===== config.mk =====
export PLATFORM = sky130hd
export DESIGN_NAME = rpc_prep
export DESIGN_NICKNAME = d
export VERILOG_FILES = /design/src/rtl/core/rpc_pkg.sv /design/src/rtl/core/rpc_prep.sv
export SDC_FILE = /design/constraint.sdc
export NUM_CORES = 1
export LEC_CHECK = 0
export BUFFER_PORTS_ARGS = -buffer_cell sky130_fd_sc_hd__buf_2
export CAP_MARGIN = 40
export CORE_ASPECT_RATIO = 1.75
export CORE_MARGIN = 2
export CORE_UTILIZATION = 25
export CTS_BUF_LIST = sky130_fd_sc_hd__clkbuf_2
export DETAILED_ROUTE_END_ITERATION = 8
export GPL_TIMING_DRIVEN = 0
export RECOVER_POWER = 50
export SLEW_MARGIN = 20
export SYNTH_ARGS = -nofsm -noshare
export SYNTH_HDL_FRONTEND = slang
export SYNTH_SLANG_ARGS = --single-unit

===== constraint.sdc =====
create_clock -name clock -period 5.87 [get_ports clock]
set_clock_uncertainty 0.2 [all_clocks]
set_input_delay 1.174 -clock clock [delete_from_list [all_inputs] [get_ports clock]]
set_output_delay 1.174 -clock clock [all_outputs]
set_load 0.03 [all_outputs]

===== src/rtl/core/rpc_pkg.sv =====
package rpc_pkg;

   // Field formats
   localparam int COORD_WIDTH       = 16;
   localparam int FIRST_WIDTH       = 17;
   localparam int SECOND_WIDTH      = 16;
   localparam int ANGLE_WIDTH       = 16;

   // CORDIC sizing
   localparam int CORDIC_ITERATIONS = 16;
   localparam int TABLE_LEN         = 24;
   localparam int N_ITER            = (CORDIC_ITERATIONS > TABLE_LEN) ? TABLE_LEN
                                                                      : CORDIC_ITERATIONS;
   localparam int IDX_WIDTH         = $clog2(TABLE_LEN);
   localparam int GUARD_BITS        = 4;
   // datapath: coordinate + guard bits + room for gain and pre-rotation growth
   localparam int XW                = COORD_WIDTH + GUARD_BITS + 3;
   // angle accumulator in 2^-16 degree units, covers +/-180 plus slack
   localparam int ZW                = 26;
   // compare width for input clamping
   localparam int CW2               = ((COORD_WIDTH > FIRST_WIDTH) ? COORD_WIDTH
                                                                  : FIRST_WIDTH) + 1;

   // Gain compensation
   localparam int KW                = 25;
   localparam int PW                = XW + KW;
   localparam int GAIN_SHIFT        = 24;
   localparam int DSHIFT            = GAIN_SHIFT + GUARD_BITS;
   localparam logic signed [KW-1:0] GAIN_K = KW'(10188014);
   localparam logic signed [PW-1:0] ROUND_BIAS = PW'(64'sd1 <<< (DSHIFT - 1));

   // Angle constants
   localparam logic signed [ZW-1:0] DEG90 = ZW'(5898240);
   localparam int HALF_TURN          = 23040;
   localparam int FULL_TURN          = 46080;
   localparam int Z_ROUND            = 256;
   localparam int Z_SHIFT            = 9;

   // Coordinate and magnitude limits
   localparam longint CMAX_L = (64'sd1 <<< (COORD_WIDTH - 1)) - 64'sd1;
   localparam longint CMIN_L = -(64'sd1 <<< (COORD_WIDTH - 1));
   localparam longint MMAX_L = (64'sd1 <<< COORD_WIDTH) - 64'sd1;

   // Mode codes
   localparam logic KIND_RECT  = 1'b0;
   localparam logic KIND_POLAR = 1'b1;

   // Data carried through the CORDIC stages
   typedef struct packed {
      logic                          polar;
      logic                          zero_vec;
      logic                          neg_axis;
      logic signed [XW-1:0]          x;
      logic signed [XW-1:0]          y;
      logic signed [ZW-1:0]          z;
      logic signed [COORD_WIDTH-1:0] x_echo;
      logic signed [COORD_WIDTH-1:0] y_echo;
      logic [COORD_WIDTH-1:0]        mag_echo;
      logic signed [ANGLE_WIDTH-1:0] ang_echo;
   } cordic_type;

   // After the gain multiply
   typedef struct packed {
      logic                          polar;
      logic                          zero_vec;
      logic                          neg_axis;
      logic signed [PW-1:0]          px;
      logic signed [PW-1:0]          py;
      logic signed [ANGLE_WIDTH-1:0] ang_cordic;
      logic signed [COORD_WIDTH-1:0] x_echo;
      logic signed [COORD_WIDTH-1:0] y_echo;
      logic [COORD_WIDTH-1:0]        mag_echo;
      logic signed [ANGLE_WIDTH-1:0] ang_echo;
   } prod_type;

   // One result
   typedef struct packed {
      logic signed [COORD_WIDTH-1:0] x_out;
      logic signed [COORD_WIDTH-1:0] y_out;
      logic [COORD_WIDTH-1:0]        magnitude;
      logic signed [ANGLE_WIDTH-1:0] angle;
      logic                          is_polar;
   } rsp_type;

   // atan(2^-i) in 2^-16 degree units; entry 0 is 45 degrees
   function automatic logic signed [ZW-1:0] atan_entry(input logic [IDX_WIDTH-1:0] idx);
      logic signed [ZW-1:0] v;
      case (idx)
         5'd0:  v = ZW'(2949120);
         5'd1:  v = ZW'(1740967);
         5'd2:  v = ZW'(919879);
         5'd3:  v = ZW'(466945);
         5'd4:  v = ZW'(234379);
         5'd5:  v = ZW'(117304);
         5'd6:  v = ZW'(58666);
         5'd7:  v = ZW'(29335);
         5'd8:  v = ZW'(14668);
         5'd9:  v = ZW'(7334);
         5'd10: v = ZW'(3667);
         5'd11: v = ZW'(1833);
         5'd12: v = ZW'(917);
         5'd13: v = ZW'(458);
         5'd14: v = ZW'(229);
         5'd15: v = ZW'(115);
         5'd16: v = ZW'(57);
         5'd17: v = ZW'(29);
         5'd18: v = ZW'(14);
         5'd19: v = ZW'(7);
         5'd20: v = ZW'(4);
         5'd21: v = ZW'(2);
         5'd22: v = ZW'(1);
         default: v = '0;
      endcase
      return v;
   endfunction

endpackage


===== src/rtl/core/rpc_prep.sv =====
module rpc_prep (
   input  logic                                  clock,
   input  logic                                  reset,
   input  logic                                  advance,
   input  logic                                  in_valid,
   input  logic                                  kind,
   input  logic signed [rpc_pkg::FIRST_WIDTH-1:0]  first_operand,
   input  logic signed [rpc_pkg::SECOND_WIDTH-1:0] second_operand,
   output logic                                  out_valid,
   output rpc_pkg::cordic_type                   out_data
);
   import rpc_pkg::*;

   logic signed [CW2-1:0] a_ext, b_ext, xo, yo, mo;
   logic signed [ZW-1:0]  ao, zq;
   logic signed [XW-1:0]  xs, ys, ms;
   cordic_type            data_in, data_ff;
   logic                  valid_in, valid_ff;

   // Operand clamping, angle wrap and quadrant pre-rotation
   always_comb begin
      a_ext = CW2'(first_operand);
      b_ext = CW2'(second_operand);

      xo = (a_ext > CW2'(CMAX_L)) ? CW2'(CMAX_L) :
           (a_ext < CW2'(CMIN_L)) ? CW2'(CMIN_L) : a_ext;
      yo = (b_ext > CW2'(CMAX_L)) ? CW2'(CMAX_L) :
           (b_ext < CW2'(CMIN_L)) ? CW2'(CMIN_L) : b_ext;
      mo = (a_ext < 0) ? '0 : (a_ext > CW2'(MMAX_L)) ? CW2'(MMAX_L) : a_ext;

      ao = ZW'(b_ext);
      if (ao > HALF_TURN) ao = ao - ZW'(FULL_TURN);
      if (ao < -HALF_TURN) ao = ao + ZW'(FULL_TURN);
      zq = ao <<< Z_SHIFT;

      xs = XW'(xo) <<< GUARD_BITS;
      ys = XW'(yo) <<< GUARD_BITS;
      ms = XW'(mo) <<< GUARD_BITS;

      data_in          = '0;
      data_in.polar    = kind;
      data_in.zero_vec = (xo == 0) && (yo == 0);
      data_in.neg_axis = (yo == 0) && (xo < 0);

      if (kind == KIND_RECT) begin
         data_in.x_echo = COORD_WIDTH'(xo);
         data_in.y_echo = COORD_WIDTH'(yo);
         if (xo < 0) begin
            if (yo >= 0) begin
               data_in.x = ys;
               data_in.y = -xs;
               data_in.z = DEG90;
            end else begin
               data_in.x = -ys;
               data_in.y = xs;
               data_in.z = -DEG90;
            end
         end else begin
            data_in.x = xs;
            data_in.y = ys;
            data_in.z = '0;
         end
      end else begin
         data_in.mag_echo = COORD_WIDTH'(mo);
         data_in.ang_echo = ANGLE_WIDTH'(ao);
         if (zq > DEG90) begin
            data_in.x = '0;
            data_in.y = ms;
            data_in.z = zq - DEG90;
         end else if (zq < -DEG90) begin
            data_in.x = '0;
            data_in.y = -ms;
            data_in.z = zq + DEG90;
         end else begin
            data_in.x = ms;
            data_in.y = '0;
            data_in.z = zq;
         end
      end
   end

   assign valid_in = advance ? in_valid : valid_ff;

   always_ff @(posedge clock) begin
      if (reset) begin
         valid_ff <= 1'b0;
      end else begin
         valid_ff <= valid_in;
      end
   end

   always_ff @(posedge clock) begin
      if (advance) begin
         data_ff <= data_in;
      end
   end

   assign out_valid = valid_ff;
   assign out_data  = data_ff;

endmodule


# Word level (Yosys, flattened, before mapping)
# Index checks and enable logic that the tools add are counted.
[classes]
add_sub_neg = 7
n_mul = 0
div_mod_pow = 0
order_cmp = 12
eq_ne = 0
shifts = 0
muxes = 13
bitwise = 0
reduce_logical = 4
[op_table]
columns = ["operator", "n"]
rows = [
  ["72-bit 2-to-1 mux", 5],
  ["18-bit 2-to-1 mux", 6],
  ["22-bit negation with 23-bit output", 3],
  ["32-bit zero test", 2],
  ["16-bit > comparator, second input constant", 2],
  ["26-bit by 24-bit adder with 26-bit output, second input constant", 1],
  ["26-bit by 24-bit > comparator with 1-bit output, second input constant", 1],
  ["26-bit by 16-bit less-than comparator with 1-bit output, second input constant", 1],
  ["26-bit by 24-bit less-than comparator with 1-bit output, second input constant", 1],
  ["26-bit 2-to-1 mux", 1],
  ["26-bit by 24-bit subtractor with 26-bit output, second input constant", 1],
  ["18-bit by 1-bit greater-or-equal comparator with 1-bit output, second input constant", 1],
  ["18-bit by 1-bit less-than comparator with 1-bit output, second input constant", 1],
  ["16-bit by 17-bit subtractor with 18-bit output, second input constant", 1],
  ["17-bit adder, second input constant", 1],
  ["17-bit by 16-bit > comparator with 1-bit output, second input constant", 1],
  ["17-bit > comparator, second input constant", 1],
  ["17-bit by 1-bit less-than comparator with 1-bit output, second input constant", 1],
  ["17-bit by 16-bit less-than comparator with 1-bit output, second input constant", 1],
  ["17-bit 2-to-1 mux", 1],
  ["16-bit less-than comparator, second input constant", 1],
  ["1-bit logical AND", 2],
]
[totals]
reg_bits = 140
latchBits = 0
mem_bits_rw = 0
romBits = 0
inputBits = 38
output_inout_bits = 140
wordCells = 47
mem_count = 0

# Longest topological paths before layout
[logic_depth]
ltp_word = 8
ltp_mapped = 21
ltp_nobuf = 19

# Worst setup path after synthesis
# No wires, ideal clock.
[synth_timing]
path_type = "in2reg"
from = "input second_operand[10] (netlist name)"
to = "register data_ff (netlist bit out_data[123]) (data pin)"
setup_time_ns = 0.261
arrival_ns = 5.198
required_time_ns = 5.409
setup_slack_ns = 0.211
path_stages = 20
n_path_buf = 2
path_cell_list = "buf_2 > inv_1 > ha_1 > a21o_1 > a31oi_1 > nor2_2 > xnor2_1 > ha_1 > nand2_1 > a221o_1 > a211o_1 > o211ai_4 > mux2i_2 > xnor2_4 > nand3_2 > a221o_2 > nor2_4 > nor2_2 > buf_6 > a221o_1"
[synth_rtl]
columns = ["element", "line", "source"]
rows = [
  ["from (decl)", "rpc_prep.sv:8", "input logic signed [rpc_pkg::SECOND_WIDTH-1:0] second_operand,"],
  ["to (signal assigned)", "rpc_prep.sv:94", "data_ff <= data_in;"],
  ["to (decl)", "rpc_prep.sv:17", "cordic_type data_in, data_ff;"],
]

==> impl_results.md <==
- Setup bufs post-CTS: 0
- Multi-input logic area: 3309 µm²
- Initial antenna violation count: 6
- Flop and latch count out of synthesis: 115
- CP endpoint kind: register
- GRT Total Usage: 17.84%
- Critical-path cell list: buf_2 -> buf_4 -> inv_1 -> ha_1 -> a21o_1 -> a31oi_4 -> nor2_4 -> xnor2_1 -> ha_1 -> nand2_1 -> a221o_1 -> a211o_1 -> o211ai_4 -> mux2i_4 -> xnor2_4 -> nand3_2 -> a221o_2 -> nor2_4 -> nor2_2 -> buf_6 -> a221o_1
- Post-placement setup slack: -0.9936 ns
- Syn Inst Count: 718
- CP startpoint: second_operand[10]
- Register area share after synthesis: 48.02%
- Top routing layer used: met5
- Number of synthesized flops with an enable pin: 114
- Setup TNS: 0 ns
- Metal2 WL: 14850 µm
- Core area: 28420 µm²
- Hold path startpoint: reset
- First drt pass iteration count: 5
- DRC: 0
- Core Rows: 82
- Clk root buf: clkbuf_2
- Crit path depth: 21
- I/O Pins: 178
- Leading area contributor after synthesis: edfxtp_1
- Die Wd: 132.0 µm
- Pwr/cell area: 254.5 nW/µm²
- Filler cells: 3019
- Clock Path Buffers: 2
- Family with the most delay on the worst path: compound AO/OA/AOI/OAI gates
- DP HPWL: 21070 µm
- Vias per inst: 4.961
- Ratio of cells with drive above 1 in the final layout: 26.93%
- Worst R2R Path Depth: 2
- Post-Route M1 WL: 9121 µm
- CP bufs+invs: 4
- Largest net degree at the start of global routing: 83
- Total routed wirelength: 27310 µm
- Syn avg cell area: 9.987 µm²
- Hold-critical path depth: 2
- Post-route ant nets: 0
- H-tree depth: 4
- CTS tree: built
- Die area: 30110 µm²
- PortBufs: 151
- Lkg Pwr: 3.425 nW
- Average wire per standard cell: 20.94 µm
- Pins Over Slew Limit: 118
- Fmax: 0.1747 GHz
- Crit path DAT: 6.02 ns
- Final design utilization: 30.61%
- Max-Cap Viols: 2
- Final GP Congestion: 0.9806
- Die height: 228.0 µm
- CTS hold repair buffers: 0
- DR iter-0 viols: 472
- Worst min path class: in -> reg
- Met3 Routed Length: 1176 µm
- Worst EP required: 6.16 ns
- Startpoint Class: primary input
- WS Path Type: in -> reg
- Vias after detailed routing: 6469
- Final Setup Violations: 0
- CP max-delay cell: a221o_2
- CTS Buf Count: 17
- Ranking of synthesized cells by area: edfxtp_1 48%, nor2_1 4.3%, o21ai_0 3.8%
- GRT Residual Overflow: 0
- Netlist cell types: 84
- Count leader, synth: edfxtp_1
- Post-synthesis instance area: 7171 µm²
- Area delta synth->final: 21.31%
- Clock-pin slew on the worst setup and hold paths: 0.23 ns
- Pin slew with the least headroom to its limit: 2.031 ns
- Post-synth top cells: 114 x edfxtp_1, 83 x nor2_1, 60 x nand2_1
- Initial Util: 25.23%
- Worst IR drop on VDD: 0.08925 mV
- Final WS setup: 0.1455 ns
- Reg2reg start: out_valid
- Nets: 958
- Rel. slew slack: -35.39%
- Share of the synthesized area in the top cell type: 47.74%
- Worst-path fanout max: 10
- Slowest cell delay on critical path: 0.42 ns
- First-pass GRT wire length: 39470 µm
- Status: finished, violations left
- # clock sinks: 115
- Skew-Pair Late Insertion Delay: 0.76 ns
- Hold Vio Cnt, Final: 0
- Yosys warnings: 0
- Number of global-route vias before repair: 6416
- Fraction of registers with async set/reset: 0%
- Final worst path period share: 97.52%
- Reg area: 3443 µm²
- Failing checks: max-capacitance violations, max-slew violations
- Final min period: 5.725 ns
- Most used DFF post-synth: edfxtp_1
[state kept, by name, indices dropped and copies added (netlist names)]
register   flops
out_valid      1
out_data     114
[placed cells by master, fill, tap and decap left out, drive strengths merged, types with 3 or more instances in the layout]
cell type and n:
a32oi 5, clkbuf 69, conb 20, mux2i 6
ha 12, nand3 5, nor4 6, nand2b 6
a31oi 13, inv 24, o21ai 59, nor3 19
nor2 86, edfxtp 114, and2 15, buf 181
nand2 61, xnor2 28, or3 4, diode 5
mux2 3, or2 4, o21a 4, clkinvlp 5
o31ai 8, xor2 6, a21o 8, a31o 3
o21bai 4, a211o 5, a22oi 4, o22ai 5
clkinv 6, nor2b 13, and3 12, o221ai 3
a21oi 41, o211ai 5, a221o 15
[path summary, 6_finish.rpt]
kind	endpoint	slack, ns
min reg2reg	out_valid	0.33
max	out_data[129]	0.15
min	out_valid	0.33
max reg2reg	out_valid	5.03
[per-layer routing]
layer  global-route usage (%)  vias up
li1                         -     2968
met1                    16.79     3077
met2                    33.48      315
met3                    2.956      107
met4                    14.23        2
met5                        0        -
[where the power goes]
group	internal (W)	switching, W
sequential	0.000997	0.0000251
clock	0.000115	0.000341
combinational	0.000219	0.000516
[layout make-up]
type,count,share of cell area [%]
well taps,378,5.437
inverters,21,0.9062
repair buffers,152,8.573
plain buffers,80,5.063
diodes,5,0.1438
clock buffers,18,1.036
clock inverters,14,1.208
flip-flops and latches,115,39.59
multi-input cells,521,38.05
[repair_timing]
item	4_1_cts	5_1_grt
pin swaps	0	0
endpoints found under the setup margin	13	24
resized for setup	2	4
[cell families after synthesis]
family / count (synthesis) / share of synthesized area (%)
AND/OR/NAND/NOR: 245 / 17.08
AO/OA/AOI/OAI: 200 / 19.40
flip-flops: 115 / 48.02
buffers and inverters: 101 / 7.224
XOR/XNOR: 34 / 4.624
adder cells (fa/ha/maj): 13 / 2.233
multiplexers: 9 / 1.361
other: 1 / 0.05230
[through the flow]
step,area (µm²),total power [W],hold WS [ns],instances
after global routing,8698,0.002311,0.2426,1304
after CTS,8702,0.002232,0.2320,1299
after floorplan,7242,0.001527,0.4299,737
final,8698,0.002213,0.3291,1304
after detailed placement,8504,0.001771,0.3130,1267
after global placement,8471,0.001768,0.2673,1266
No activity file was read; power rests on OpenSTA's default activity.
