--- config.mk ---
export PLATFORM = sky130hd
export DESIGN_NAME = rpc_post
export DESIGN_NICKNAME = d
export VERILOG_FILES = /design/src/rtl/core/rpc_pkg.sv /design/src/rtl/core/rpc_post.sv
export SDC_FILE = /design/constraint.sdc
export NUM_CORES = 2
export LEC_CHECK = 0
export BUFFER_PORTS_ARGS = -buffer_cell sky130_fd_sc_hd__buf_2
export CAP_MARGIN = 20
export CORE_AREA = 5 5 273 329
export DETAILED_ROUTE_END_ITERATION = 6
export DIE_AREA = 0 0 278 334
export GPL_ROUTABILITY_DRIVEN = 0
export MAX_ROUTING_LAYER = met4
export PLACE_DENSITY = 0.49
export SLEW_MARGIN = 20
export SYNTH_ARGS = -nofsm -noshare
export SYNTH_HDL_FRONTEND = slang
export SYNTH_SLANG_ARGS = --single-unit
--- constraint.sdc ---
create_clock -name clock -period 6.1 [get_ports clock]
set_input_delay 0.305 -clock clock [delete_from_list [all_inputs] [get_ports clock]]
set_output_delay 0.305 -clock clock [all_outputs]
set_load 0.05 [all_outputs]
--- src/rtl/core/rpc_pkg.sv ---
package rpc_pkg;

   // Field formats
   localparam int COORD_WIDTH       = 16;
   localparam int FIRST_WIDTH       = 17;
   localparam int SECOND_WIDTH      = 16;
   localparam int ANGLE_WIDTH       = 16;

   // CORDIC sizing
   localparam int CORDIC_ITERATIONS = 16;
   localparam int TABLE_LEN         = 24;
   localparam int N_ITER            = (CORDIC_ITERATIONS > TABLE_LEN) ? TABLE_LEN
                                                                      : CORDIC_ITERATIONS;
   localparam int IDX_WIDTH         = $clog2(TABLE_LEN);
   localparam int GUARD_BITS        = 4;
   // datapath: coordinate + guard bits + room for gain and pre-rotation growth
   localparam int XW                = COORD_WIDTH + GUARD_BITS + 3;
   // angle accumulator in 2^-16 degree units, covers +/-180 plus slack
   localparam int ZW                = 26;
   // compare width for input clamping
   localparam int CW2               = ((COORD_WIDTH > FIRST_WIDTH) ? COORD_WIDTH
                                                                  : FIRST_WIDTH) + 1;

   // Gain compensation
   localparam int KW                = 25;
   localparam int PW                = XW + KW;
   localparam int GAIN_SHIFT        = 24;
   localparam int DSHIFT            = GAIN_SHIFT + GUARD_BITS;
   localparam logic signed [KW-1:0] GAIN_K = KW'(10188014);
   localparam logic signed [PW-1:0] ROUND_BIAS = PW'(64'sd1 <<< (DSHIFT - 1));

   // Angle constants
   localparam logic signed [ZW-1:0] DEG90 = ZW'(5898240);
   localparam int HALF_TURN          = 23040;
   localparam int FULL_TURN          = 46080;
   localparam int Z_ROUND            = 256;
   localparam int Z_SHIFT            = 9;

   // Coordinate and magnitude limits
   localparam longint CMAX_L = (64'sd1 <<< (COORD_WIDTH - 1)) - 64'sd1;
   localparam longint CMIN_L = -(64'sd1 <<< (COORD_WIDTH - 1));
   localparam longint MMAX_L = (64'sd1 <<< COORD_WIDTH) - 64'sd1;

   // Mode codes
   localparam logic KIND_RECT  = 1'b0;
   localparam logic KIND_POLAR = 1'b1;

   // Data carried through the CORDIC stages
   typedef struct packed {
      logic                          polar;
      logic                          zero_vec;
      logic                          neg_axis;
      logic signed [XW-1:0]          x;
      logic signed [XW-1:0]          y;
      logic signed [ZW-1:0]          z;
      logic signed [COORD_WIDTH-1:0] x_echo;
      logic signed [COORD_WIDTH-1:0] y_echo;
      logic [COORD_WIDTH-1:0]        mag_echo;
      logic signed [ANGLE_WIDTH-1:0] ang_echo;
   } cordic_type;

   // After the gain multiply
   typedef struct packed {
      logic                          polar;
      logic                          zero_vec;
      logic                          neg_axis;
      logic signed [PW-1:0]          px;
      logic signed [PW-1:0]          py;
      logic signed [ANGLE_WIDTH-1:0] ang_cordic;
      logic signed [COORD_WIDTH-1:0] x_echo;
      logic signed [COORD_WIDTH-1:0] y_echo;
      logic [COORD_WIDTH-1:0]        mag_echo;
      logic signed [ANGLE_WIDTH-1:0] ang_echo;
   } prod_type;

   // One result
   typedef struct packed {
      logic signed [COORD_WIDTH-1:0] x_out;
      logic signed [COORD_WIDTH-1:0] y_out;
      logic [COORD_WIDTH-1:0]        magnitude;
      logic signed [ANGLE_WIDTH-1:0] angle;
      logic                          is_polar;
   } rsp_type;

   // atan(2^-i) in 2^-16 degree units; entry 0 is 45 degrees
   function automatic logic signed [ZW-1:0] atan_entry(input logic [IDX_WIDTH-1:0] idx);
      logic signed [ZW-1:0] v;
      case (idx)
         5'd0:  v = ZW'(2949120);
         5'd1:  v = ZW'(1740967);
         5'd2:  v = ZW'(919879);
         5'd3:  v = ZW'(466945);
         5'd4:  v = ZW'(234379);
         5'd5:  v = ZW'(117304);
         5'd6:  v = ZW'(58666);
         5'd7:  v = ZW'(29335);
         5'd8:  v = ZW'(14668);
         5'd9:  v = ZW'(7334);
         5'd10: v = ZW'(3667);
         5'd11: v = ZW'(1833);
         5'd12: v = ZW'(917);
         5'd13: v = ZW'(458);
         5'd14: v = ZW'(229);
         5'd15: v = ZW'(115);
         5'd16: v = ZW'(57);
         5'd17: v = ZW'(29);
         5'd18: v = ZW'(14);
         5'd19: v = ZW'(7);
         5'd20: v = ZW'(4);
         5'd21: v = ZW'(2);
         5'd22: v = ZW'(1);
         default: v = '0;
      endcase
      return v;
   endfunction

endpackage

--- src/rtl/core/rpc_post.sv ---
module rpc_post (
   input  logic                  clock,
   input  logic                  reset,
   input  logic                  in_valid,
   input  rpc_pkg::cordic_type   in_data,
   output logic                  advance,
   output logic                  rsp_valid,
   input  logic                  rsp_ready,
   output rpc_pkg::rsp_type      rsp_data
);
   import rpc_pkg::*;

   logic signed [ZW-1:0] zr;
   logic signed [PW-1:0] rx, ry;
   prod_type             prod_in, prod_ff;
   rsp_type              res_in, res_ff, skid_in, skid_ff;
   logic                 prod_valid_in, prod_valid_ff;
   logic                 res_valid_in, res_valid_ff;
   logic                 skid_valid_in, skid_valid_ff;

   // The whole pipeline moves unless the skid holds a result
   assign advance = ~skid_valid_ff;

   // Gain multiply and angle rounding
   always_comb begin
      zr = (in_data.z + ZW'(Z_ROUND)) >>> Z_SHIFT;

      prod_in            = '0;
      prod_in.polar      = in_data.polar;
      prod_in.zero_vec   = in_data.zero_vec;
      prod_in.neg_axis   = in_data.neg_axis;
      prod_in.px         = in_data.x * GAIN_K;
      prod_in.py         = in_data.y * GAIN_K;
      prod_in.ang_cordic = (zr > HALF_TURN)  ? ANGLE_WIDTH'(HALF_TURN) :
                           (zr < -HALF_TURN) ? ANGLE_WIDTH'(-HALF_TURN) :
                                               ANGLE_WIDTH'(zr);
      prod_in.x_echo     = in_data.x_echo;
      prod_in.y_echo     = in_data.y_echo;
      prod_in.mag_echo   = in_data.mag_echo;
      prod_in.ang_echo   = in_data.ang_echo;
   end

   // Rounding shift, saturation and result selection
   always_comb begin
      rx = (prod_ff.px + ROUND_BIAS) >>> DSHIFT;
      ry = (prod_ff.py + ROUND_BIAS) >>> DSHIFT;

      res_in          = '0;
      res_in.is_polar = prod_ff.polar;
      if (prod_ff.polar == KIND_POLAR) begin
         res_in.x_out = (rx > PW'(CMAX_L)) ? COORD_WIDTH'(CMAX_L) :
                        (rx < PW'(CMIN_L)) ? COORD_WIDTH'(CMIN_L) : COORD_WIDTH'(rx);
         res_in.y_out = (ry > PW'(CMAX_L)) ? COORD_WIDTH'(CMAX_L) :
                        (ry < PW'(CMIN_L)) ? COORD_WIDTH'(CMIN_L) : COORD_WIDTH'(ry);
         res_in.magnitude = prod_ff.mag_echo;
         res_in.angle     = prod_ff.ang_echo;
      end else begin
         res_in.x_out = prod_ff.x_echo;
         res_in.y_out = prod_ff.y_echo;
         if (prod_ff.zero_vec) begin
            res_in.magnitude = '0;
            res_in.angle     = '0;
         end else begin
            res_in.magnitude = (rx < 0) ? '0 :
                               (rx > PW'(MMAX_L)) ? COORD_WIDTH'(MMAX_L) : COORD_WIDTH'(rx);
            res_in.angle     = prod_ff.neg_axis ? ANGLE_WIDTH'(HALF_TURN) : prod_ff.ang_cordic;
         end
      end
   end

   // Skid: catches the output stage when the consumer stalls
   always_comb begin
      skid_valid_in = skid_valid_ff;
      skid_in       = skid_ff;
      if (skid_valid_ff) begin
         if (rsp_ready) skid_valid_in = 1'b0;
      end else if (res_valid_ff && !rsp_ready) begin
         skid_valid_in = 1'b1;
         skid_in       = res_ff;
      end
   end

   assign prod_valid_in = advance ? in_valid      : prod_valid_ff;
   assign res_valid_in  = advance ? prod_valid_ff : res_valid_ff;

   always_ff @(posedge clock) begin
      if (reset) begin
         prod_valid_ff <= 1'b0;
         res_valid_ff  <= 1'b0;
         skid_valid_ff <= 1'b0;
      end else begin
         prod_valid_ff <= prod_valid_in;
         res_valid_ff  <= res_valid_in;
         skid_valid_ff <= skid_valid_in;
      end
   end

   always_ff @(posedge clock) begin
      if (advance) begin
         prod_ff <= prod_in;
         res_ff  <= res_in;
      end
      skid_ff <= skid_in;
   end

   assign rsp_valid = skid_valid_ff | res_valid_ff;
   assign rsp_data  = skid_valid_ff ? skid_ff : res_ff;

   // A frozen pipeline always has a result waiting at the output
   a_stall_has_result: assert property (@(posedge clock) disable iff (reset)
      !advance |-> rsp_valid)
      else $error("pipeline stalled with no pending result");

   // The skid holds its result until taken
   a_skid_hold: assert property (@(posedge clock) disable iff (reset)
      skid_valid_ff && !rsp_ready |=> skid_valid_ff && $stable(skid_ff))
      else $error("skid result changed while stalled");

   // Zero rectangular vector gives zero length and angle
   a_zero_vector: assert property (@(posedge clock) disable iff (reset)
      rsp_valid && !rsp_data.is_polar && rsp_data.x_out == 0 && rsp_data.y_out == 0
      |-> rsp_data.magnitude == 0 && rsp_data.angle == 0)
      else $error("zero vector gave nonzero magnitude or angle");

   // Angle stays within a half turn
   a_angle_range: assert property (@(posedge clock) disable iff (reset)
      rsp_valid |-> rsp_data.angle <= HALF_TURN && rsp_data.angle >= -HALF_TURN)
      else $error("angle out of range");

endmodule

Yosys cells after proc, flatten, opt, wreduce, memory -nomap -nowiden
Cells that the tools add are included.

Output and inout bits: 67. Register bits after elaboration: 310.

Muxes and demuxes: 14. Multiply operators: 2. Bitwise gates (word level): 2. Order comparisons: 8. Reductions and logical operators: 4. $add $sub $neg: 3.

Operator list (count): $mux 16 (8); $add 48x29->48 const B (2); $mul 23x24->47 const B (2); $mux 65 (1); $mux 64 (1); $gt 20x16->1 const B (2); $lt 20x16->1 const B (2); $mux 32 (1); $add 26x10->26 const B (1); $gt 20x17->1 const B (1); $lt 20x1->1 const B (1); $gt 17x16->1 const B (1); $lt 17x16->1 const B (1); $mux 1 (3); $reduce_and 2->1 (1); $reduce_or 2->1 (1); $logic_and 1x1->1 (1); $logic_not 1->1 (1); $not 1->1 (1); $or 1x1->1 (1).

Longest topological paths before layout
Word-level depth: 6. Mapped depth: 25. Depth with buffers taken out: 25.

Worst setup path after synthesis
OpenSTA, ideal clock, no wires.

Path kind: input -> register. Start: input in_data[124] in the netlist's numbering. End: register prod_ff[162] in the netlist's numbering, data pin. Arrival: 6110 ps. Path slack: -272 ps. Path buffers: 0. Setup time: 262 ps. Stages: 21. Path through: fa_1 fa_1 inv_1 fa_1 fa_1 inv_1 fa_1 fa_1 inv_1 fa_1 inv_1 ha_1 a21o_1 a21o_1 a21o_1 or4_1 a31oi_1 o32ai_1 a311oi_1 o21ai_1 xor2_1.

RTL lines: from (decl) (line rpc_post.sv:5) `input rpc_pkg::cordic_type in_data,`; to (signal assigned) (line rpc_post.sv:100) `prod_ff <= prod_in;`; to (decl) (line rpc_post.sv:15) `prod_type prod_in, prod_ff;`.

==> run_results.csv <==
group,metric,value,unit
place,pre_cts_slack,-0.743,ns
timing,finalCritPeriodShare,99.8,%
cts,cts_tree,"built",
run,drv_cap,0,
die,die_width,278,um
routing,vias,19954,
yosys,synth-seq-cells,258,
yosys,yosys_warnings,0,
yosys,synth_top_area_share,29.8,%
cts,cts_sinks,258,
setup_path,crit_family,"adder cells",
setup_path,cp_slowest_cell,"fa_1",
routing,drtPass1Iterations,5,
timing,fmax,0.164,GHz
setup_path,required,6.36,ns
timing,rsz0062_at_grt,"true",
die,dieArea,0.0929,mm^2
place,port_buffers,201,
final_layout,layout-drive-gt1-share,24.3,%
cts,htreeDepth,1,
cts,root_buffer,"clkbuf_16",
setup_path,endpoint_kind,"flip-flop",
timing,tns,0,ns
routing,drt_iter0_drc,847,
min_path,hp-class,"in2reg",
setup_path,r2r_setup_slack,2.95,ns
routing,drt_wl_total,77.3,mm
global_routing,grt_pass1_vias,22245,
yosys,yosys.area.top_type,"fa_1",
die,num_rows,118,
final_layout,num-nets-final,4231,
setup_path,slowest_delay,0.52,ns
status,run_status,"finished clean",
yosys,postSynthAreaPerCell,11.5,um^2
die,initial_utilization,34.8,%
timing,finClkSkew,0.0318,ns
timing,setup_viol,0,
final_layout,final_core_util,42.7,%
global_routing,gr-usage-all-layers,17.1,%
setup_path,arrival,6.35,ns
yosys,synth.distinct_cells,81,
timing,layout_setup_ws,0.0137,ns
timing,period_needed,6.09,ns
global_routing,grt_pass1_wl,124,mm
routing,viasPerCell,4.59,
cts,cts_buffer_depth,3,
routing,detail-route-antenna-nets,0,
setup_path,critPathBufInv,8,
setup_path,cp_max_fo,4,
cts,clk_pin_slew,0.07,ns
yosys,seq_area_frac_synth,25.8,%
die,core_region_area,0.0859,mm^2
global_routing,grt_max_degree,134,
die,die_height,334,um
yosys,yosys-top-cells-area,"fa_1 30%, edfxtp_1 26%, ha_1 19%, inv_1 8.5%, mux2_2 2.5%",
final_layout,num_antenna_cells,0,
yosys,async_flop_share,0,%
routing,drc,0,
place,hpwl,67.7,mm
yosys,synth_ff_type,"edfxtp_1",
global_routing,overflow,0,
yosys,yosys-top-cells-count,"678 x inv_1, 455 x ha_1, 445 x fa_1, 255 x edfxtp_1, 102 x a21oi_1",
timing,tightest_slew,0.916,ns
cts,clock_latency,0.55,ns
timing,slew_headroom,38.9,%
cts,cts_made_buffers,24,
die,ios,210,
global_routing,antenna_found_initial,0,
timing,finalMaxSlewViolations,0,
yosys,yosysMostFrequentCell,"inv_1",
yosys,synthesis.nets,3642,
final_layout,areaGrowthSynthToFinish,22.9,%
timing,hold_violations,0,
yosys,synth_edf_count,255,
setup_path,crit_path_frequent_cell,"fa_1",
yosys,netlist_area,0.0299,mm^2
yosys,synthCells,2599,
setup_path,start_kind,"primary input",
setup_path,critPathKind,"in2reg",
routing,wl_per_cell,17.8,um
## flip-flops by register name (all words and copies together) (netlist names)
| name | flops |
|---|---|
| prod_ff | 125 |
| skid_ff | 65 |
| skid_valid_ff | 1 |
| res_valid_ff | 1 |
| prod_valid_ff | 1 |
| res_ff | 65 |
## routing by layer
layer  track usage [%]  part of all wire, %  up-vias
li1                  -                    -     9587
met1              22.1                   44     9985
met2              29.9                   51      306
met3              1.16                  2.7       76
met4              3.61                  2.4        0
met5                 -                    0        -
## kinds of logic after synthesis
group / after synthesis / synth area share [%]
AO/OA/AOI/OAI: 273 / 6.02
XOR/XNOR: 91 / 2.67
adder cells (fa/ha/maj): 901 / 48.9
buffers and inverters: 710 / 8.96
flip-flops: 258 / 25.8
multiplexers: 70 / 2.63
AND/OR/NAND/NOR: 296 / 5.01
## stage by stage
| stage | hold slack (ns) | instances | cell area, um^2 |
|---|---|---|---|
| final | 0.159 | 4344 | 36700 |
| after global routing | 0.167 | 4344 | 36700 |
| after CTS | 0.122 | 4340 | 36300 |
| after detailed placement | 0.436 | 4224 | 34700 |
| after global placement | 0.430 | 4224 | 34700 |
| after floorplan | 0.377 | 2599 | 30000 |
## path summary, 6_finish.rpt
path	from	endpoint	depth (start not counted)
setup / recovery	in_data[93]	prod_ff[127]	25
hold / removal	in_data[75]	prod_ff[66]	3
setup reg to reg	prod_ff[155]	res_ff[32]	9
hold reg to reg	res_ff[58]	skid_ff[58]	0
## worst min-delay path, stage by stage
cell and delay (ns):
buf_2 0.13, xor2_1 0.07, nor2_1 0.07
## cells in the final DEF (no fill, tap or decap), types with 7 or more instances in the layout
cell,n
edfxtp_1,255
mux2_2,67
a21oi_1,97
buf_4,320
clkbuf_16,24
dlygate4sd3_1,70
xnor2_1,54
o211ai_1,9
inv_2,21
nor3_1,14
a21o_1,33
fa_1,425
nor2b_1,7
xor2_1,36
nand4_1,12
inv_1,656
nor2_1,87
fa_2,20
ha_4,18
nand3_1,31
a22o_1,13
o31ai_1,7
buf_2,193
or2_2,26
buf_6,8
and2_1,7
o21a_1,15
o21ai_0,30
ha_2,8
ha_1,429
and3_1,10
nand2_1,59
## final cells by class
cell class	count	area [um^2]
fill	8234	49200
multi-input combinational	1631	20000
sequential	258	7720
timing repair buffer	595	4220
inverter	678	2550
tap	1140	1430
clock buffer	26	608
clock inverter	16	149
## timing repair
| item | CTS | global route |
|---|---|---|
| endpoints found under the hold margin | 70 | 0 |
| endpoints found under the setup margin | 22 | 29 |
| pin swaps | 18 | 70 |
| gates resized for setup | 26 | 99 |
| buffers inserted | 4 | 4 |
| gates cloned | 0 | 0 |
| hold buffers | 70 | 0 |
Power is not shown: default switching activity piles up to over one toggle a cycle in this logic, so the estimate is an artifact.
