### config.mk
export PLATFORM = sky130hd
export DESIGN_NAME = rpc_iter
export DESIGN_NICKNAME = d
export VERILOG_FILES = /design/src/rtl/core/rpc_pkg.sv /design/src/rtl/core/rpc_iter.sv
export SDC_FILE = /design/constraint.sdc
export NUM_CORES = 1
export LEC_CHECK = 0
export BUFFER_PORTS_ARGS = -buffer_cell sky130_fd_sc_hd__buf_4
export CAP_MARGIN = 5
export CORE_UTILIZATION = 39
export DETAILED_ROUTE_END_ITERATION = 6
export RECOVER_POWER = 50
export SLEW_MARGIN = 20
export SYNTH_ARGS = -nofsm -noshare
export SYNTH_HDL_FRONTEND = slang
export SYNTH_SLANG_ARGS = --single-unit
export TNS_END_PERCENT = 10
### constraint.sdc
create_clock -name clock -period 6.4 [get_ports clock]
set_input_delay 1.28 -clock clock [delete_from_list [all_inputs] [get_ports clock]]
set_output_delay 1.28 -clock clock [all_outputs]
set_load 0.05 [all_outputs]
### src/rtl/core/rpc_pkg.sv
package rpc_pkg;

   // Field formats
   localparam int COORD_WIDTH       = 16;
   localparam int FIRST_WIDTH       = 17;
   localparam int SECOND_WIDTH      = 16;
   localparam int ANGLE_WIDTH       = 16;

   // CORDIC sizing
   localparam int CORDIC_ITERATIONS = 16;
   localparam int TABLE_LEN         = 24;
   localparam int N_ITER            = (CORDIC_ITERATIONS > TABLE_LEN) ? TABLE_LEN
                                                                      : CORDIC_ITERATIONS;
   localparam int IDX_WIDTH         = $clog2(TABLE_LEN);
   localparam int GUARD_BITS        = 4;
   // datapath: coordinate + guard bits + room for gain and pre-rotation growth
   localparam int XW                = COORD_WIDTH + GUARD_BITS + 3;
   // angle accumulator in 2^-16 degree units, covers +/-180 plus slack
   localparam int ZW                = 26;
   // compare width for input clamping
   localparam int CW2               = ((COORD_WIDTH > FIRST_WIDTH) ? COORD_WIDTH
                                                                  : FIRST_WIDTH) + 1;

   // Gain compensation
   localparam int KW                = 25;
   localparam int PW                = XW + KW;
   localparam int GAIN_SHIFT        = 24;
   localparam int DSHIFT            = GAIN_SHIFT + GUARD_BITS;
   localparam logic signed [KW-1:0] GAIN_K = KW'(10188014);
   localparam logic signed [PW-1:0] ROUND_BIAS = PW'(64'sd1 <<< (DSHIFT - 1));

   // Angle constants
   localparam logic signed [ZW-1:0] DEG90 = ZW'(5898240);
   localparam int HALF_TURN          = 23040;
   localparam int FULL_TURN          = 46080;
   localparam int Z_ROUND            = 256;
   localparam int Z_SHIFT            = 9;

   // Coordinate and magnitude limits
   localparam longint CMAX_L = (64'sd1 <<< (COORD_WIDTH - 1)) - 64'sd1;
   localparam longint CMIN_L = -(64'sd1 <<< (COORD_WIDTH - 1));
   localparam longint MMAX_L = (64'sd1 <<< COORD_WIDTH) - 64'sd1;

   // Mode codes
   localparam logic KIND_RECT  = 1'b0;
   localparam logic KIND_POLAR = 1'b1;

   // Data carried through the CORDIC stages
   typedef struct packed {
      logic                          polar;
      logic                          zero_vec;
      logic                          neg_axis;
      logic signed [XW-1:0]          x;
      logic signed [XW-1:0]          y;
      logic signed [ZW-1:0]          z;
      logic signed [COORD_WIDTH-1:0] x_echo;
      logic signed [COORD_WIDTH-1:0] y_echo;
      logic [COORD_WIDTH-1:0]        mag_echo;
      logic signed [ANGLE_WIDTH-1:0] ang_echo;
   } cordic_type;

   // After the gain multiply
   typedef struct packed {
      logic                          polar;
      logic                          zero_vec;
      logic                          neg_axis;
      logic signed [PW-1:0]          px;
      logic signed [PW-1:0]          py;
      logic signed [ANGLE_WIDTH-1:0] ang_cordic;
      logic signed [COORD_WIDTH-1:0] x_echo;
      logic signed [COORD_WIDTH-1:0] y_echo;
      logic [COORD_WIDTH-1:0]        mag_echo;
      logic signed [ANGLE_WIDTH-1:0] ang_echo;
   } prod_type;

   // One result
   typedef struct packed {
      logic signed [COORD_WIDTH-1:0] x_out;
      logic signed [COORD_WIDTH-1:0] y_out;
      logic [COORD_WIDTH-1:0]        magnitude;
      logic signed [ANGLE_WIDTH-1:0] angle;
      logic                          is_polar;
   } rsp_type;

   // atan(2^-i) in 2^-16 degree units; entry 0 is 45 degrees
   function automatic logic signed [ZW-1:0] atan_entry(input logic [IDX_WIDTH-1:0] idx);
      logic signed [ZW-1:0] v;
      case (idx)
         5'd0:  v = ZW'(2949120);
         5'd1:  v = ZW'(1740967);
         5'd2:  v = ZW'(919879);
         5'd3:  v = ZW'(466945);
         5'd4:  v = ZW'(234379);
         5'd5:  v = ZW'(117304);
         5'd6:  v = ZW'(58666);
         5'd7:  v = ZW'(29335);
         5'd8:  v = ZW'(14668);
         5'd9:  v = ZW'(7334);
         5'd10: v = ZW'(3667);
         5'd11: v = ZW'(1833);
         5'd12: v = ZW'(917);
         5'd13: v = ZW'(458);
         5'd14: v = ZW'(229);
         5'd15: v = ZW'(115);
         5'd16: v = ZW'(57);
         5'd17: v = ZW'(29);
         5'd18: v = ZW'(14);
         5'd19: v = ZW'(7);
         5'd20: v = ZW'(4);
         5'd21: v = ZW'(2);
         5'd22: v = ZW'(1);
         default: v = '0;
      endcase
      return v;
   endfunction

endpackage

### src/rtl/core/rpc_iter.sv
module rpc_iter (
   input  logic                            clock,
   input  logic                            reset,
   input  logic                            advance,
   input  logic [rpc_pkg::IDX_WIDTH-1:0]   idx,
   input  logic                            in_valid,
   input  rpc_pkg::cordic_type             in_data,
   output logic                            out_valid,
   output rpc_pkg::cordic_type             out_data
);
   import rpc_pkg::*;

   logic signed [XW-1:0] dx, dy;
   logic signed [ZW-1:0] step;
   logic                 ccw;
   cordic_type           data_in, data_ff;
   logic                 valid_in, valid_ff;

   // One micro-rotation: vectoring drives y to zero, rotation drives z to zero
   always_comb begin
      dx   = in_data.y >>> idx;
      dy   = in_data.x >>> idx;
      step = atan_entry(idx);
      ccw  = in_data.polar ? ~in_data.z[ZW-1] : in_data.y[XW-1];

      data_in = in_data;
      if (ccw) begin
         data_in.x = in_data.x - dx;
         data_in.y = in_data.y + dy;
         data_in.z = in_data.z - step;
      end else begin
         data_in.x = in_data.x + dx;
         data_in.y = in_data.y - dy;
         data_in.z = in_data.z + step;
      end
   end

   assign valid_in = advance ? in_valid : valid_ff;

   always_ff @(posedge clock) begin
      if (reset) begin
         valid_ff <= 1'b0;
      end else begin
         valid_ff <= valid_in;
      end
   end

   always_ff @(posedge clock) begin
      if (advance) begin
         data_ff <= data_in;
      end
   end

   assign out_valid = valid_ff;
   assign out_data  = data_ff;

endmodule

After elaboration in Yosys (flattened, before gate mapping)
Memories as Yosys holds them, arrays and structs flattened.
Index checks and enable logic that the tools add are counted.
{ "word_totals": {"reg_bits": 140, "mem_bits_ro": 704, "in_bits": 148, "output_inout_bits": 140, "word_cells": 23, "memories": 1} }
{ "op_classes": {"n_addsub": 6, "shift": 2, "n_mux": 2, "bitwise": 1} }
{ "memory_table": {"columns": ["name", "words", "word_bits", "read_ports", "rd_ports_with_merged_regs", "write_ports", "line", "source"], "rows": [
  ["(name not given)", 32, 22, 1, 0, 0, "rpc_pkg.sv:88", "case (idx)"]
]} }
{ "op_table": {"columns": ["cell", "count"], "rows": [
  ["$mux 72", 1],
  ["$add 23x23->23", 2],
  ["$sshr 23x5->23", 2],
  ["$sub 23x23->23", 2],
  ["$add 26x26->26", 1],
  ["$sub 26x26->26", 1],
  ["$mux 1", 1],
  ["$not 1->1", 1]
]} }

Depth between registers and ports, before layout
Gate-level depths: netlist of run 1.
{ "depth": {"depth_word": 3, "mapped_depth": 25, "depth_no_buf": 22} }

Worst setup path before layout of run 1
Ideal clock, no wire load.
{ "synth_path": {"kind": "in2reg", "startpoint": "in idx[1] (netlist bit)", "endpoint": "reg data_ff, in the netlist out_data[85] (data pin)", "setup_time_ns": 0.259, "t_arrival_ns": 5.412, "required_time_ns": 6.141, "path_slack_ns": 0.729, "stages": 22, "path_buffers": 2, "cell_sequence": "buf_6 -> buf_2 -> inv_1 -> ha_1 -> mux4_2 -> o21ai_0 -> inv_1 -> ha_1 -> nand2_1 -> or3_1 -> nand2_1 -> xnor2_1 -> ha_1 -> a21o_1 -> a21oi_1 -> nor2b_1 -> a311o_1 -> nor2_1 -> o221ai_1 -> or3_1 -> a21oi_1 -> xnor2_1"} }
{ "synth_rtl": {"columns": ["item", "line", "source"], "rows": [
  ["from (decl)", "rpc_iter.sv:5", "input logic [rpc_pkg::IDX_WIDTH-1:0] idx,"],
  ["to (signal assigned)", "rpc_iter.sv:50", "data_ff <= data_in;"],
  ["to (decl)", "rpc_iter.sv:16", "cordic_type data_in, data_ff;"]
]} }

==> flow_metrics.py, run 1 <==
metrics = {
    "detailed_routing": {
        "wirelength_um": 40800,
        "vias": 11500,
        "remaining_drc_errors": 0,
        "wl_per_cell_um": 20.5,
        "viasPerCell": 5.76,
        "ant_nets": 0,
        "dr.pass1.iters": 5,
        "drt-initial-drc-count": 953,
    },
    "placed_design": {
        "gp_congestion": 0.955,
        "post_dp_cell_area_um2": 15500,
        "dp_hpwl_um": 31800,
        "port_buffers": 287,
    },
    "clock_tree": {
        "ctsHoldBuffers": 0,
        "clock_latency_ns": 0.43,
        "cts_tree": "built",
        "cts_root_buf": "clkbuf_16",
        "clock_sinks": 140,
        "cts_inserted_buffers": 17,
        "cts.reportedPaths.clkPinSlew_ns": 0.08,
        "cts-resized-gates": 0,
        "htreeDepth": 4,
        "cts.path.max_buffers": 2,
        "postCtsSetupBuffers": 0,
    },
    "synth": {
        "synthMuxAreaShare_pct": 10.6,
        "syn_area_per_cell_um2": 10.0,
        "synth_flop_cell": "edfxtp_1",
        "synth_warnings": 0,
        "synthTopCellsByArea": "edfxtp_1, ha_1, xnor2_1, mux4_2, mux2i_1",
        "synth_compound_area_share_pct": 20.1,
        "yosysTopAreaCell": "edfxtp_1",
        "synth_cell_types": 103,
        "synth_xor_area_share_pct": 8.68,
        "synth_seq_cells": 140,
        "synth-simple-area-share_pct": 14.3,
        "postSynthNetCount": 1467,
        "async_flop_share_pct": 0,
        "syn_area_um2": 12400,
        "synth_top_area_share_pct": 33.7,
        "synth_edf_count": 139,
        "synth_fa_ha_area_share_pct": 8.57,
        "netlist_instances": 1236,
        "synth_top_family_by_area": "compound AO/OA/AOI/OAI gates",
        "ys_seq_area_share_pct": 33.9,
    },
    "grt": {
        "grt_pass1_wl_um": 62900,
        "grt_pass1_vias": 11100,
        "antenna_found_initial": 0,
        "grtUsageTotal_pct": 24.8,
        "grt_max_degree": 78,
        "grt_remaining_overflow": 0,
    },
    "critical_path": {
        "worst_setup_path_end_kind": "flip-flop",
        "path_class": "in2reg",
        "cp-start-kind": "input port",
        "crit_path_max_fanout": 35,
        "crit_chain": "buf_4 > mux4_2 > o221ai_2 > o22ai_1 > a31oi_2 > ha_1 > nand4b_4 > nor4b_4 > nand4_2 > or2_1 > a221oi_1 > a21oi_1 > ha_1 > nand4_1 > nor2_1 > nand2_1 > a2bb2oi_1 > o21ai_0 > buf_4 > nor4_1 > nor3_1 > a21oi_1 > xnor2_1",
        "worstPathRequired_ns": 6.59,
        "critPathSlowestCell": "mux4_2",
        "cp.arrival_ns": 6.06,
        "critical_path.max_stage_delay_ns": 0.58,
    },
    "floorplan": {
        "core-area_um2": 30900,
        "rows": 64,
        "initial_core_util_pct": 40.1,
        "die_area_um2": 32500,
        "die_y_um": 180,
        "die-width_um": 180,
        "pin_count": 288,
    },
    "run_status": {
        "violations": "max-capacitance violations, max-slew violations",
        "status": "complete, but fails checks",
    },
    "worst_hold_path": {
        "hp-class": "reg2reg",
    },
    "cells_and_area": {
        "diodes": 0,
        "final_layout_size_suffix_gt1_share_pct": 27.4,
        "layout_common_cells": "buf_4, edfxtp_1, nor2_1, a21oi_1",
        "final_common_cell": "buf_4",
        "nets": 1814,
        "final_cell_area_um2": 15800,
        "syn2layout_area_growth_pct": 27.8,
    },
    "pwr": {
        "p_total_mw": 4.55,
        "power_density_nw_per_um2": 287,
        "p_seq_share_pct": 28.4,
        "combPwrFrac_pct": 48.1,
        "ir_drop_mv": 0.183,
        "switching_share_pct": 42.2,
        "clockPowerShare_pct": 23.4,
        "switchingPower_mw": 1.92,
        "leakage_nw": 6.55,
        "p_int_mw": 2.63,
    },
    "run": {
        "maxCapViolations": 1,
    },
    "timing": {
        "fin_crit_sh_pct": 91.7,
        "worst_slew_pin_slew_ns": 4.30,
        "final_max_slew_viol_count": 78,
        "finalSetupViolCount": 0,
        "skew_ns": 0,
        "period_minus_slack_ns": 5.87,
        "relSlewSlack_pct": -187,
        "clock.fmax_mhz": 170,
        "rsz0062_at_grt": "false",
        "final_hold_viol_count": 0,
        "setup_tns_ns": 0,
    },
}
power groups by stage:
stage	Clock, mW	Combinational [mW]	Sequential (mW)
2_1_floorplan	0	0.959	1.91
3_3_place_gp	0	2.24	1.31
3_5_place_dp	0	2.24	1.31
4_1_cts	1.09	2.26	1.30
5_1_grt	1.13	2.35	1.31
6_report	1.07	2.19	1.29
critical path: cells and delay by family:
family / cells / cell delay (ns)
AND/OR/NAND/NOR: 9 / 1.61
adder cells (fa/ha/maj): 2 / 0.58
AO/OA/AOI/OAI: 8 / 1.33
multiplexers: 1 / 0.58
buffers and inverters: 2 / 0.54
XOR/XNOR: 1 / 0.14
path summary, 6_finish.rpt:
path              cells past startpoint             to  slack, ns      start
setup reg to reg                      2      out_valid       5.68  out_valid
hold / removal                        2      out_valid       0.56  out_valid
setup / recovery                     23  out_data[135]       0.53     idx[0]
hold reg to reg                       2      out_valid       0.56  out_valid
cell families (layout without fill, tap and decap cells):
family	count (synthesis)	count (layout)
adders and majority gates	83	83
xor gates and xnor gates	121	121
and+or+nand+nor	339	339
AOI/OAI and AO/OA	366	366
muxes	93	93
DFF	140	140
buffers and inverters	94	454
cell usage after synthesis (all sizes together) (18+ instances only):
master,n
mux2i,48
buf,34
mux2,18
nand2b,27
ha,80
a21oi,84
inv,37
clkbuf,22
o22ai,22
xnor2,80
a21o,27
nor2,102
xor2,40
o21ai,82
nand2,71
nor3,23
edfxtp,139
nor2b,21
mux4,27
nand3,32
routing by layer:
layer / GRT usage [%] / part of all wire (%)
met5: 0 / 0
met4: 9.06 / 2.8
met3: 4.59 / 7.1
met2: 42.4 / 48
met1: 31.2 / 42
state kept, by name, indices dropped and copies added (netlist names):
name	cells
out_data	139
out_valid	1
stage by stage:
stage               instances  hold WS [ns]  utilization [%]  worst slack [ns]
finish                   1992         0.557             51.2             0.528
global route             1992         0.596             51.2             0.111
CTS                      1992         0.555             52.0             0.561
detailed placement       1960         0.544             50.0             0.134
global placement         1960         0.479             50.0             0.198
floorplan                1236         0.733                -             0.729
layout make-up:
type                    count  area (um2)
multi-input cells        1002        7700
clock buffers              17         425
fillers                  2935       15100
inverters                  38         143
repair buffers            384        2670
flip-flops and latches    140        4190
well taps                 396         495
clock inverters            15         195
No activity file was read; power rests on OpenSTA's default activity.
==> inputs of run 2 (changes only) <==
- BUFFER_PORTS_ARGS: -buffer_cell sky130_fd_sc_hd__buf_4 -> -buffer_cell sky130_fd_sc_hd__buf_2
==> run 2 against run 1 <==
  * The flow still finishes with violations (max-capacitance violations, max-slew violations)
  * Combinational power shrank 2%
  * Utilization shrank 1.0 points
  * Clock-buffer cell count is the same
  * Maximum frequency is essentially flat
  * Wire length grew 0.27%
  * Largest cell class unchanged
==> flow_metrics.py, run 2 (synthesis gave the netlist of run 1 again) <==
metrics = {
    "timing": {
        "holdWs_ns": 0.498,
        "final_max_slew_viol_count": 89,
        "relSlewSlack_pct": -228,
        "rsz0062_at_grt": "false",
        "worst_slew_pin_slew_ns": 4.93,
        "fin_crit_sh_pct": 91.8,
        "skew_ns": 0,
        "clock.fmax_mhz": 170,
        "finalSetupViolCount": 0,
        "period_minus_slack_ns": 5.88,
        "final_hold_viol_count": 0,
        "setup_tns_ns": 0,
    },
    "grt": {
        "grtUsageTotal_pct": 25.2,
        "grt_remaining_overflow": 0,
        "grt_pass1_vias": 11100,
        "grt_max_degree": 89,
        "antenna_found_initial": 3,
        "grt_pass1_wl_um": 62900,
    },
    "floorplan": {
        "die_area_um2": 32500,
        "rows": 64,
        "core-area_um2": 30900,
        "die-width_um": 180,
        "initial_core_util_pct": 40.1,
        "die_y_um": 180,
        "pin_count": 288,
    },
    "cells_and_area": {
        "fin_util_pct": 50.1,
        "final_layout_size_suffix_gt1_share_pct": 28.7,
        "nets": 1832,
        "largest_register_ffs": 139,
        "final_common_cell": "buf_2",
        "layout_common_cells": "buf_2, edfxtp_1, buf_4, nor2_1, a21oi_1",
        "final_cell_area_um2": 15500,
        "syn2layout_area_growth_pct": 25.2,
        "diodes": 0,
    },
    "critical_path": {
        "rrSetupSlack_ns": 5.74,
        "crit_start": "idx[2]",
        "crit_path_max_fanout": 15,
        "r2r_cells": 2,
        "worst_setup_path_end_kind": "flip-flop",
        "cp.arrival_ns": 6.07,
        "r2r-start": "out_valid",
        "cp-start-kind": "input port",
        "worstPathRequired_ns": 6.59,
        "path_class": "in2reg",
        "r2r_end": "out_valid",
        "crit_path_end": "out_data[111]",
    },
    "detailed_routing": {
        "dr.pass1.iters": 5,
        "remaining_drc_errors": 0,
        "viasPerCell": 5.64,
        "wirelength_um": 40900,
        "ant_nets": 0,
        "drt-initial-drc-count": 857,
        "vias": 11300,
        "wl_per_cell_um": 20.4,
    },
    "pwr": {
        "leakage_nw": 6.52,
        "power_density_nw_per_um2": 290,
        "ir_drop_mv": 0.180,
    },
    "clock_tree": {
        "cts_tree": "built",
        "cts_root_buf": "clkbuf_16",
        "cts.path.max_buffers": 2,
        "clock_latency_ns": 0.45,
        "htreeDepth": 4,
        "cts.reportedPaths.clkPinSlew_ns": 0.07,
        "cts-resized-gates": 0,
        "postCtsSetupBuffers": 0,
        "clock_sinks": 140,
        "ctsHoldBuffers": 0,
        "cts_inserted_buffers": 17,
    },
    "placed_design": {
        "post_dp_cell_area_um2": 15000,
        "gp_congestion": 0.969,
        "dp_hpwl_um": 32900,
        "port_buffers": 287,
    },
    "run": {
        "maxCapViolations": 1,
    },
    "worst_hold_path": {
        "hp-class": "reg2reg",
    },
    "run_status": {
        "status": "complete, but fails checks",
        "violations": "max-capacitance violations, max-slew violations",
    },
}
run 2: cell count changes in the layout (fill, tap and decap cells not counted), sizes merged:
cell    before  now
buf        250  342
clkbuf     151   77
bufinv       2    3
clkinv       4    3
run 2: worst min path at each step:
stage | endpoint | slack [ns] | cells past startpoint | start
finish | out_valid | 0.50 | 2 | out_valid
global route | out_valid | 0.56 | 2 | out_valid
CTS | out_valid | 0.49 | 2 | out_valid
detailed placement | out_valid | 0.48 | 2 | out_valid
global placement | out_valid | 0.47 | 2 | out_valid
floorplan | out_valid | 0.73 | 2 | out_valid
run 2: where the power goes:
part / switching, mW / total (mW) / internal [mW] / leakage, nW
Combinational: 1.40 / 2.14 / 0.732 / 4.84
Sequential: 0.0384 / 1.29 / 1.25 / 1.37
Clock: 0.440 / 1.07 / 0.630 / 0.306
run 2: metrics by stage:
step	total power, mW	instances	setup slack, ns
after CTS	4.54	2010	0.550
after global routing	4.73	2010	0.130
after floorplan	2.87	1236	0.729
after detailed placement	3.45	1978	0.0891
after global placement	3.44	1978	0.158
final	4.49	2010	0.525
run 2: layout make-up:
type | count | area [um2]
clock buffer | 17 | 425
clock inverter | 15 | 201
fill | 2890 | 15400
inverter | 38 | 143
multi-input combinational | 1002 | 7700
sequential | 140 | 4190
tap | 396 | 495
timing repair buffer | 402 | 2340
run 2: critical path, cell delays in order:
cell       delay (ns)
buf_2            0.38
mux2_2           0.43
mux4_2           0.49
o21ai_1          0.20
a211oi_1         0.19
nor4_4           0.38
nand4_1          0.26
nand2_1          0.16
xnor2_1          0.07
ha_1             0.24
nor4_1           0.44
a2111oi_0        0.23
a211oi_1         0.38
o21ai_0          0.22
a311oi_1         0.41
a21oi_1          0.14
xor2_1           0.15
run 2: metal layers:
layer,vias to the layer above,wire [um],track usage (%)
met2,458,19800,43.0
met1,5368,17300,31.9
met5,-,31,0
met4,4,1040,8.75
li1,5451,-,-
met3,58,2770,4.49
